**config.mk**
```make
export PLATFORM = sky130hd
export DESIGN_NAME = pgn_out_fifo
export DESIGN_NICKNAME = d
export VERILOG_FILES = /design/src/pgn_pkg.sv /design/src/pgn_out_fifo.sv
export SDC_FILE = /design/constraint.sdc
export NUM_CORES = 1
export LEC_CHECK = 0
export BUFFER_PORTS_ARGS = -buffer_cell sky130_fd_sc_hd__clkbuf_2
export CAP_MARGIN = 20
export CORE_MARGIN = 8
export CORE_UTILIZATION = 50
export DETAILED_ROUTE_END_ITERATION = 8
export PLACE_DENSITY = 0.71
export SETUP_SLACK_MARGIN = 0.1
export SLEW_MARGIN = 20
export SYNTH_ARGS = -nofsm -noshare
export SYNTH_HDL_FRONTEND = slang
export SYNTH_SLANG_ARGS = --single-unit
```
**constraint.sdc**
```tcl
create_clock -name clk -period 2.25 [get_ports clk]
set_input_delay 0.1125 -clock clk [delete_from_list [all_inputs] [get_ports clk]]
set_output_delay 0.1125 -clock clk [all_outputs]
set_load 0.02 [all_outputs]
```
**src/pgn_pkg.sv**
```systemverilog
// ----------------------------------------------------------------------------
// pgn_pkg
// shared types, codes and defaults of the 2d gradient noise core
// ----------------------------------------------------------------------------
package pgn_pkg;

  localparam int GRID_W_MAX_DFLT = 64;
  localparam int GRID_H_MAX_DFLT = 64;
  localparam int COORD_BITS_DFLT = 16;
  localparam int FRAC_BITS_DFLT  = 16;

  localparam int GRAD_W     = 16;
  localparam int SCALE_W    = 24;
  localparam int SIZE_W     = 7;
  localparam int CELL_IDX_W = 6;
  localparam int NOISE_W    = 16;
  localparam int DOT_W      = GRAD_W + 2;
  localparam int CFG_IDX_W  = 4;
  localparam int CFG_DATA_W = 24;

  localparam int FADE_6  = 6;
  localparam int FADE_15 = 15;
  localparam int FADE_10 = 10;

  localparam logic [SIZE_W-1:0]  GRID_SIZE_RST = SIZE_W'(64);
  localparam logic [SCALE_W-1:0] SCALE_RST     = SCALE_W'(65536);

  localparam logic signed [NOISE_W-1:0] NOISE_MAX = 16'sd16384;
  localparam logic signed [NOISE_W-1:0] NOISE_MIN = -16'sd16384;

  typedef enum logic {
    REQ_WRITE = 1'b0,
    REQ_EVAL  = 1'b1
  } req_type_t;

  typedef enum logic [CFG_IDX_W-1:0] {
    CFG_GRID_WIDTH  = 4'd0,
    CFG_GRID_HEIGHT = 4'd1,
    CFG_SCALE_X     = 4'd2,
    CFG_SCALE_Y     = 4'd3
  } cfg_idx_t;

  typedef struct packed {
    logic signed [GRAD_W-1:0] gy;
    logic signed [GRAD_W-1:0] gx;
  } grad_t;

  typedef struct packed {
    logic valid;
    logic eval;
    logic oor;
  } tag_t;

endpackage

```
**src/pgn_out_fifo.sv**
```systemverilog
// ----------------------------------------------------------------------------
// pgn_out_fifo
// small result queue between the pipeline and the output channel
// ----------------------------------------------------------------------------
module pgn_out_fifo
  import pgn_pkg::*;
#(
  parameter int DEPTH = 9
) (
  input  logic                      clk,
  input  logic                      rst,
  input  logic                      push,
  input  logic signed [NOISE_W-1:0] push_noise,
  input  logic                      push_oor,
  input  logic                      pop,
  output logic                      valid,
  output logic signed [NOISE_W-1:0] noise,
  output logic                      oor
);

  localparam int PTR_W = $clog2(DEPTH);
  localparam int CNT_W = $clog2(DEPTH + 1);

  logic signed [NOISE_W-1:0] noise_mem [DEPTH];
  logic                      oor_mem [DEPTH];
  logic [PTR_W-1:0]          head, head_next;
  logic [PTR_W-1:0]          tail, tail_next;
  logic [CNT_W-1:0]          count;

  assign head_next = (head == PTR_W'(DEPTH - 1)) ? '0 : head + 1'b1;
  assign tail_next = (tail == PTR_W'(DEPTH - 1)) ? '0 : tail + 1'b1;

  always_ff @(posedge clk) begin
    if (rst) begin
      head  <= '0;
      tail  <= '0;
      count <= '0;
    end else begin
      if (push) begin
        tail <= tail_next;
      end
      if (pop) begin
        head <= head_next;
      end
      count <= count + CNT_W'(push) - CNT_W'(pop);
    end
  end

  always_ff @(posedge clk) begin
    if (push) begin
      noise_mem[tail] <= push_noise;
      oor_mem[tail]   <= push_oor;
    end
  end

  assign valid = (count != '0);
  assign noise = noise_mem[head];
  assign oor   = oor_mem[head];

endmodule

```
==> impl_metrics.json <==
{
  "rows": 42,
  "drt-total-wl_um": 13500,
  "worst_slew_pin_slew_ps": 536,
  "gp_congestion": 0.727,
  "yosysTopAreaCellShare": 0.683,
  "avgViaCountPerCell": 5.45,
  "cp.arrival_ps": 1930,
  "min_delay_path_depth": 1,
  "hp-class": "primary input to flop",
  "cts_buffers": 17,
  "cts.sinks": 169,
  "cts-htree-levels": 4,
  "die_y_um": 132,
  "synth_most_common_cell": "edfxtp_1",
  "placed_cell_area_um2": 7230,
  "start_util": 0.510,
  "wl_per_cell_um": 20.0,
  "ys_seq_area_frac": 0.730,
  "path_class": "flop to output pin",
  "power-per-cell-area_nw_per_um2": 897,
  "ir_drop_mv": 0.546,
  "final.fill_count": 965,
  "startpoint_type": "flop",
  "drc_errors": 0,
  "antenna_found_initial": 0,
  "yosys.area.top_type": "edfxtp_1",
  "synth_area_um2": 6730,
  "synth.area.mux_share": 0.112,
  "vias": 3676,
  "core_area_um2": 13200,
  "seq_area_um2": 4920,
  "cts_tree": "done",
  "hpwl_um": 8340,
  "clk_latency_ps": 420,
  "path_max_fanout": 13,
  "syn_nets": 435,
  "port-buffer-count": 38,
  "fin_area_um2": 8040,
  "fin_setup_tns_ps": 0,
  "cpPeakStageDelay_ps": 440,
  "setup_viol": 0,
  "fmax_mhz": 489,
  "syn_avg_cell_area_um2": 16.7,
  "worstPathRequired_ps": 2140,
  "synth_compound_area_frac": 0.0610,
  "grt_max_degree": 35,
  "n_antenna_cell": 0,
  "synthTopCellsByArea": "edfxtp_1 68%, mux2_2 5.7%, mux2i_1 5.4%, dfxtp_1 4.8%, ha_1 2.0%",
  "crit_path_cell_trace": "buf_12 -> mux2_2 -> o22ai_1 -> a221o_1 -> o21ai_2 -> clkbuf_2",
  "p_leak_nw": 2.83,
  "period_needed_ps": 2040,
  "slowest_stage": "dfxtp_4",
  "synth_edf_count": 153,
  "fin_skew_ps": 9.46,
  "synth-warning-count": 0,
  "period_share": 0.909,
  "clkTransAtPathRegs_ps": 60,
  "end_kind": "output pin",
  "synth_xor_area_frac": 0.00651,
  "ff2ff_path_depth": 5,
  "hold_viol": 0,
  "async_flop_share": 0,
  "drv_cap": 0,
  "outcome": "finished, final reports clean",
  "drt_iter0_drc": 349,
  "multi_input_area_um2": 1650,
  "synth_top_family_by_area": "multiplexers",
  "fin_nets": 520,
  "area_delta_synth_final_pct": 19.5,
  "synthFlopType": "edfxtp_1",
  "die_w_um": 132,
  "grt_setup_unrepaired": "yes",
  "max_slew_margin": 0.642,
  "ctsRootBufferMaster": "clkbuf_16",
  "cp_top_family": "flip-flops",
  "final_layout_size_suffix_gt1_frac": 0.287,
  "syn_inst": 402,
  "grt.overflow.total": 0,
  "yosysUniqueCellTypes": 37,
  "dieArea_um2": 17400,
  "timing.critical_path.depth": 6,
  "ioPinCount": 39,
  "path_buf_inv": 2,
  "grt_use_total": 0.165,
  "maxSlewViolCount": 0,
  "grt_pass1_wl_um": 21700,
  "synthAdderAreaFrac": 0.0234,
  "synth_common_cells": "153 x edfxtp_1, 36 x mux2i_1, 34 x mux2_2",
  "yosys_register_bits": 169,
  "grt_pass1_vias": 3987,
  "fin_ws_ps": 205,
  "drt-pass1-iter-count": 4,
  "ant_nets": 0,
  "pre_cts_ws_ps": 214,
  "synthSimpleGateAreaFrac": 0.0372,
  "cts_buffer_depth": 2
}
[power breakdown]
part           internal [W]  switching (W)
combinational      0.000312       0.000400
clock               0.00183        0.00111
sequential          0.00352      0.0000423
total               0.00567        0.00155
[cell type report]
| cell class | instances | area share |
|---|---|---|
| sequential | 169 | 0.612 |
| clock buffer | 20 | 0.0543 |
| inverter | 11 | 0.00513 |
| timing repair buffer | 84 | 0.0772 |
| tap | 176 | 0.0274 |
| clock inverter | 11 | 0.0191 |
| multi-input combinational | 204 | 0.205 |
[per-stage QoR]
step	power [W]	hold WS [ps]	util	cells
after floorplan	0.00409	211	-	402
after global placement	0.00428	401	0.548	627
after detailed placement	0.00431	414	0.548	627
after CTS	0.00725	1.81	0.606	671
after global routing	0.00749	4.23	0.610	675
final	0.00721	14.5	0.610	675
[cell usage in the layout (no fill, tap or decap), drive strengths merged, types with 10 or more instances in the layout]
cell type    count
a22oi           10
buf             36
clkbuf          56
dfxtp           16
dlygate4sd3     11
edfxtp         153
ha              11
inv             11
mux2            35
mux2i           36
nand2           24
nor2            20
o21ai           20
o221ai          10
[repair_timing]
item / CTS / global route
hold buffers: 11 / 0
pin swaps: 0 / 0
endpoints found under the setup margin: 17 / 15
endpoints found under the hold margin: 91 / 0
setup buffers: 1 / 4
gates cloned: 1 / 0
resized for setup: 4 / 9
[worst paths after layout]
| kind | from | endpoint | slack, ps |
|---|---|---|---|
| worst min register to register | head[3] | head[3] | 530 |
| worst min-delay path | push_noise[15] | noise_mem[3][15] | 10 |
| worst max-delay path | flop | noise[11] | 210 |
| worst max register to register | tail[0] | noise_mem[8][7] | 540 |
[flip-flops by register name, summed over array words and instances, names as in the netlist, named ones only]
register and count:
noise_mem 144, oor_mem 9, count 4, head 4, tail 4
[per-layer routing]
metal | vias up | track usage | part of all wire
met5 | - | 0 | 0
met4 | 0 | 0.0664 | 0.020
met3 | 25 | 0.0484 | 0.045
met2 | 83 | 0.283 | 0.52
met1 | 1848 | 0.189 | 0.42
li1 | 1720 | - | -
[worst register-to-register path: stages (launching register included)]
cell and delay (ps):
dfxtp_1 360, inv_1 100, ha_1 160, nand2_1 60
nor2_2 420, buf_4 300
[cells by family (layout without fill, tap and decap cells)]
family	count (synthesis)	in the layout
and+or+nand+nor	57	57
xor gates and xnor gates	5	5
buffers and inverters	29	126
AOI/OAI and AO/OA	59	59
DFF	169	169
adders and majority gates	12	12
muxes	71	71
Note: power is estimated with default switching activity, not from simulation.
