[config.mk]
export PLATFORM = sky130hd
export DESIGN_NAME = pgn_fade
export DESIGN_NICKNAME = d
export VERILOG_FILES = /design/src/pgn_pkg.sv /design/src/pgn_fade.sv
export SDC_FILE = /design/constraint.sdc
export NUM_CORES = 2
export LEC_CHECK = 0
export ABC_CLOCK_PERIOD_IN_PS = 15400
export BUFFER_PORTS_ARGS = -buffer_cell sky130_fd_sc_hd__buf_2
export CORE_UTILIZATION = 60
export DETAILED_ROUTE_END_ITERATION = 7
export GPL_TIMING_DRIVEN = 0
export PLACE_DENSITY = 0.76
export REMOVE_ABC_BUFFERS = 1
export SLEW_MARGIN = 20
export SYNTH_ARGS = -nofsm -noshare
export SYNTH_HDL_FRONTEND = slang
export SYNTH_SLANG_ARGS = --single-unit
[constraint.sdc]
create_clock -name clk -period 15.4 [get_ports clk]
set_input_delay 0 -clock clk [delete_from_list [all_inputs] [get_ports clk]]
set_output_delay 0 -clock clk [all_outputs]
set_load 0.03 [all_outputs]
[src/pgn_pkg.sv]
// ----------------------------------------------------------------------------
// pgn_pkg
// shared types, codes and defaults of the 2d gradient noise core
// ----------------------------------------------------------------------------
package pgn_pkg;

  localparam int GRID_W_MAX_DFLT = 64;
  localparam int GRID_H_MAX_DFLT = 64;
  localparam int COORD_BITS_DFLT = 16;
  localparam int FRAC_BITS_DFLT  = 16;

  localparam int GRAD_W     = 16;
  localparam int SCALE_W    = 24;
  localparam int SIZE_W     = 7;
  localparam int CELL_IDX_W = 6;
  localparam int NOISE_W    = 16;
  localparam int DOT_W      = GRAD_W + 2;
  localparam int CFG_IDX_W  = 4;
  localparam int CFG_DATA_W = 24;

  localparam int FADE_6  = 6;
  localparam int FADE_15 = 15;
  localparam int FADE_10 = 10;

  localparam logic [SIZE_W-1:0]  GRID_SIZE_RST = SIZE_W'(64);
  localparam logic [SCALE_W-1:0] SCALE_RST     = SCALE_W'(65536);

  localparam logic signed [NOISE_W-1:0] NOISE_MAX = 16'sd16384;
  localparam logic signed [NOISE_W-1:0] NOISE_MIN = -16'sd16384;

  typedef enum logic {
    REQ_WRITE = 1'b0,
    REQ_EVAL  = 1'b1
  } req_type_t;

  typedef enum logic [CFG_IDX_W-1:0] {
    CFG_GRID_WIDTH  = 4'd0,
    CFG_GRID_HEIGHT = 4'd1,
    CFG_SCALE_X     = 4'd2,
    CFG_SCALE_Y     = 4'd3
  } cfg_idx_t;

  typedef struct packed {
    logic signed [GRAD_W-1:0] gy;
    logic signed [GRAD_W-1:0] gx;
  } grad_t;

  typedef struct packed {
    logic valid;
    logic eval;
    logic oor;
  } tag_t;

endpackage

[src/pgn_fade.sv]
// ----------------------------------------------------------------------------
// pgn_fade
// three stage fade curve 6t^5 - 15t^4 + 10t^3, rounded at each product
// ----------------------------------------------------------------------------
module pgn_fade
  import pgn_pkg::*;
#(
  parameter int FRAC_BITS = FRAC_BITS_DFLT
) (
  input  logic                 clk,
  input  logic [FRAC_BITS-1:0] t,
  output logic [FRAC_BITS:0]   u
);

  localparam int F = FRAC_BITS;

  localparam logic [2*F-1:0]   HALF_SQ     = (2*F)'(1) << (F-1);
  localparam logic [2*F+5:0]   HALF_WIDE   = (2*F+6)'(1) << (F-1);
  localparam logic [F+4:0]     FIFTEEN_ONE = (F+5)'(FADE_15) << F;
  localparam logic [F+4:0]     TEN_ONE     = (F+5)'(FADE_10) << F;
  localparam logic [F+5:0]     ONE_WIDE    = (F+6)'(1) << F;

  // stage a: t^2 and t*(6t-15)
  logic [2*F-1:0]        tt;
  logic [2*F-1:0]        tt_rnd;
  logic signed [F+4:0]   lin;
  logic signed [2*F+5:0] tl;
  logic signed [2*F+5:0] tl_rnd;

  logic [F-1:0]          t_b;
  logic [F-1:0]          t2_b;
  logic signed [F+4:0]   q_b;

  assign tt     = t * t;
  assign tt_rnd = tt + HALF_SQ;
  assign lin    = (F+5)'(t) * (F+5)'(FADE_6) - FIFTEEN_ONE;
  assign tl     = $signed({1'b0, t}) * lin;
  assign tl_rnd = tl + HALF_WIDE;

  always_ff @(posedge clk) begin
    t_b  <= t;
    t2_b <= tt_rnd[2*F-1:F];
    q_b  <= tl_rnd[2*F+4:F];
  end

  // stage b: t^3 and the horner sum
  logic [2*F-1:0]      t3p;
  logic [2*F-1:0]      t3p_rnd;
  logic [F-1:0]        t3_c;
  logic signed [F+4:0] p_c;

  assign t3p     = t2_b * t_b;
  assign t3p_rnd = t3p + HALF_SQ;

  always_ff @(posedge clk) begin
    t3_c <= t3p_rnd[2*F-1:F];
    p_c  <= q_b + TEN_ONE;
  end

  // stage c: final product and clamp to [0, 1]
  logic signed [2*F+5:0] pt;
  logic signed [2*F+5:0] pt_rnd;
  logic signed [F+5:0]   ur;
  logic [F:0]            u_next;

  assign pt     = p_c * $signed({1'b0, t3_c});
  assign pt_rnd = pt + HALF_WIDE;
  assign ur     = pt_rnd[2*F+5:F];

  always_comb begin
    if (ur < 0) begin
      u_next = '0;
    end else if (ur > $signed(ONE_WIDE)) begin
      u_next = ONE_WIDE[F:0];
    end else begin
      u_next = ur[F:0];
    end
  end

  always_ff @(posedge clk) begin
    u <= u_next;
  end

endmodule

==> flow_results.org <==
** Logic synthesis
- Of all flip-flops after synthesis, the portion carrying an async set or reset was 0%.
- Post-Synthesis Cell Area :: 42300 sq um
- In this run, synthesis produced a sequential element count of 107.
- EDFF count, synth :: 0
- The most used flip-flop cell after synthesis is sky130_fd_sc_hd__dfxtp_1.
- Cell taking the most area after synthesis :: sky130_fd_sc_hd__fa_1
- The share of synthesized area in the top cell type comes to 47.8%.
- Synth top area cells :: sky130_fd_sc_hd__fa_1 48%, sky130_fd_sc_hd__ha_1 14%, sky130_fd_sc_hd__inv_1 11%
- After synthesis, the netlist uses 94 different library cells.
- Of the synthesized area, sequential elements account for 5.06%.
- Yosys synthesis warning count :: 0
- A synthesized cell averages 9.20 sq um.
- Synthesis produced 4598 cells.

** Timing
- After routing, the total negative slack on setup checks comes to 0 ps.
- Setup violations remaining at the end of the flow were counted as 0.
- Worst slew margin relative to its limit :: 26.1%
- Share of the clock period used by the worst path after layout :: 75.2%
- Slew at the pin with the worst max-slew slack :: 1100 ps
- For the finished layout, the period the worst path requires is 11580 ps.
- The count of pins over their slew limit came to 0.
- Maximum clock skew at final layout :: 30.4 ps
- RSZ-0062 raised after global routing :: false
- Final Hold Viols :: 0
- Maximum clock frequency :: 0.0864 GHz

** Global routing
- The first global-routing pass estimated 160000 um of wire.
- Total GRT Usage :: 28.3%
- Entering global routing, the biggest net connects 38 pins.
- Vias in the first global route :: 32800
- The number of antenna violations at the first check in global routing came to 1.
- Total global routing overflow :: 0

** Layout
- The multi-input combinational cells in the finished layout cover a total of 34800 sq um.
- The library cell used most frequently in the layout, excluding fill and tap cells, is sky130_fd_sc_hd__inv_1.
- Diodes inserted :: 0
- Cells with a size suffix above 1 make up 2.71% of the layout.
- At the end of the flow, the number of nets in the layout was 5981.
- Post-route cell area :: 43600 sq um
- Final core utilization :: 62.3%
- Growth of design area from synthesis to finish :: 2.94%
- Most frequent cells in the layout :: 1270 x sky130_fd_sc_hd__inv_1, 1011 x sky130_fd_sc_hd__fa_1, 549 x sky130_fd_sc_hd__nand2_1
- After filler insertion, the fill cell instance count of the layout stands at 5870.
- Across the whole layout, storage elements account for 2140 sq um.

** Worst setup path
- Setup slack on the worst reg-to-reg path comes out at 7070 ps.
- The number of buffers and inverters on the critical path is 6.
- Logic depth of the worst path, buffers included :: 36
- Signal arrival time at the worst endpoint :: 11840 ps
- Data on the critical path is required at its endpoint by 15660 ps.
- Cell mode on critical path :: sky130_fd_sc_hd__fa_1
- For the worst flop-to-flop path, the logic depth is 22.
- Worst setup startpoint :: t[1]
- The startpoint identified for the worst register-to-register timing path is t3_c[2]$_DFF_P_.
- Critical path fanouts, max :: 31
- Kind of cell with the highest combined delay on the critical path :: adder cells
- CP endpoint :: q_b[13]$_DFF_P_
- On the critical path, the stage with the largest delay is an instance of sky130_fd_sc_hd__clkinv_1.
- Destination of the worst register-to-register timing path :: u[4]$_SDFF_PP0_
- STA classifies the critical path endpoint as a flop.
- Largest stage delay, worst path :: 690 ps
- Nature of the critical path startpoint :: input port
- Worst Setup Path Type :: input port to flop

** Run
- Max-cap violations in this run came to 0.

** Clocking
- The clock passes through at most 2 buffers.
- Post-CTS repair changed the size of 0 cells.
- Clock tree synthesis selected as its root buffer the cell sky130_fd_sc_hd__clkbuf_16.
- CTS tree :: built
- For the worst-skew pair, the clock arrives at the later sink with an insertion delay of 400 ps.
- Clock slew at the register clock pins of the worst setup and hold paths :: 80 ps
- The clock net in this run drives a total of 107 sinks.
- CTS built an H-tree with a depth of 3.
- The number of clock buffers added by TritonCTS is 9.
- Post-CTS Setup Repair Bufs :: 0
- CTS hold repair buffers :: 0

** Die
- The initialized floorplan defines 97 standard-cell rows.
- Die height :: 268 um
- The die covers 71600 sq um.
- Ports placed on the boundary :: 34
- Once the floorplan was initialized, standard cells occupied 60.5% of the core.
- Core footprint :: 69900 sq um
- Measured along the x axis, the die boundary spans 268 um.

** Drt
- Number of design-rule violations left by the first detailed-router iteration :: 1523
- For this block, the routed nets add up to 94100 um of wire.
- Dividing the detail-routed wire length by the instance count gives 17.3 um.
- Via/cell ratio :: 5.42
- Total number of vias :: 29500
- Number of routed nets with antenna violations :: 0
- The first TritonRoute pass finished after 8 iterations.
- DRC violations left :: 0

** Hold path
- Classification of the worst-slack hold path :: input port to flop
- Origin of the worst min-delay path :: t[0]

** Place
- The HPWL after detailed placement is 77400 um.
- Routability-driven placement finished with a final weighted congestion of 0.867.
- Buffers placed on the I/O ports in this run total 33.
- Post-detailed-placement cell area :: 43300 sq um

** Status
- The run finished with clean final reports.
## cell usage after synthesis (5+ instances only)
library cell	number
sky130_fd_sc_hd__a211oi_1	15
sky130_fd_sc_hd__a21o_1	35
sky130_fd_sc_hd__a21oi_1	57
sky130_fd_sc_hd__a31oi_1	16
sky130_fd_sc_hd__and2_1	393
sky130_fd_sc_hd__and3_1	10
sky130_fd_sc_hd__clkbuf_1	144
sky130_fd_sc_hd__clkinv_1	7
sky130_fd_sc_hd__dfxtp_1	107
sky130_fd_sc_hd__fa_1	1011
sky130_fd_sc_hd__ha_1	458
sky130_fd_sc_hd__inv_1	1270
sky130_fd_sc_hd__nand2_1	549
sky130_fd_sc_hd__nand2b_1	12
sky130_fd_sc_hd__nand3_1	18
sky130_fd_sc_hd__nand4_1	13
sky130_fd_sc_hd__nor2_1	139
sky130_fd_sc_hd__nor2b_1	6
sky130_fd_sc_hd__nor3_1	26
sky130_fd_sc_hd__nor3b_1	6
sky130_fd_sc_hd__nor4_2	9
sky130_fd_sc_hd__nor4b_1	5
sky130_fd_sc_hd__o211ai_1	10
sky130_fd_sc_hd__o21a_1	15
sky130_fd_sc_hd__o21ai_0	35
sky130_fd_sc_hd__o21ai_1	5
sky130_fd_sc_hd__o21bai_1	8
sky130_fd_sc_hd__or2_2	8
sky130_fd_sc_hd__or3_1	5
sky130_fd_sc_hd__xnor2_1	67
sky130_fd_sc_hd__xor2_1	28
## cell type report
type | instances | area share (%)
Clock buffer | 10 | 0.549
Clock inverter | 6 | 0.152
Inverter | 1279 | 11.0
Multi-Input combinational cell | 3054 | 80.0
Sequential cell | 107 | 4.92
Tap cell | 940 | 2.70
Timing Repair Buffer | 44 | 0.664
## per-layer routing
metal	GRT usage, %	share of wire (%)	vias to the layer above
met5	0	0	-
met4	11.2	4.0	0
met3	4.16	6.7	235
met2	48.6	49	1045
met1	36.0	40	15000
li1	-	-	13200
## flip-flops by register name, summed over array words and instances (netlist names)
signal	flops
p_c	21
q_b	21
t2_b	16
t3_c	16
t_b	16
u	17
## cell families after synthesis
logic type	Yosys count	share of synthesized area [%]
buf+inv	1437	12.8
simple gates	1222	14.2
compound gates	261	4.38
fa+ha+maj	1469	61.4
mux	5	0.121
flops	107	5.06
xor+xnor	97	2.04
## worst min path at each step
stage                                 end  slack [ps]  cells after the start
after floorplan            t_b[0]$_DFF_P_          30                      0
after global routing       t_b[0]$_DFF_P_          80                      1
after detailed placement  p_c[12]$_DFF_P_         310                      0
after CTS                  t_b[0]$_DFF_P_          70                      1
after global placement     p_c[8]$_DFF_P_         310                      0
final                      t_b[0]$_DFF_P_         110                      1
## through the flow
step | instances | setup WS [ps] | hold slack, ps
3_3_place_gp | 5413 | 3580 | 311
4_1_cts | 5440 | 4090 | 65.2
5_1_grt | 5440 | 3400 | 83.7
3_5_place_dp | 5424 | 3720 | 312
6_report | 5440 | 3820 | 110
2_1_floorplan | 4440 | 6450 | 27.7
Power is left out: the tool's default activity adds up to more than one toggle a clock period on the data nets, which glitch-free logic cannot reach.
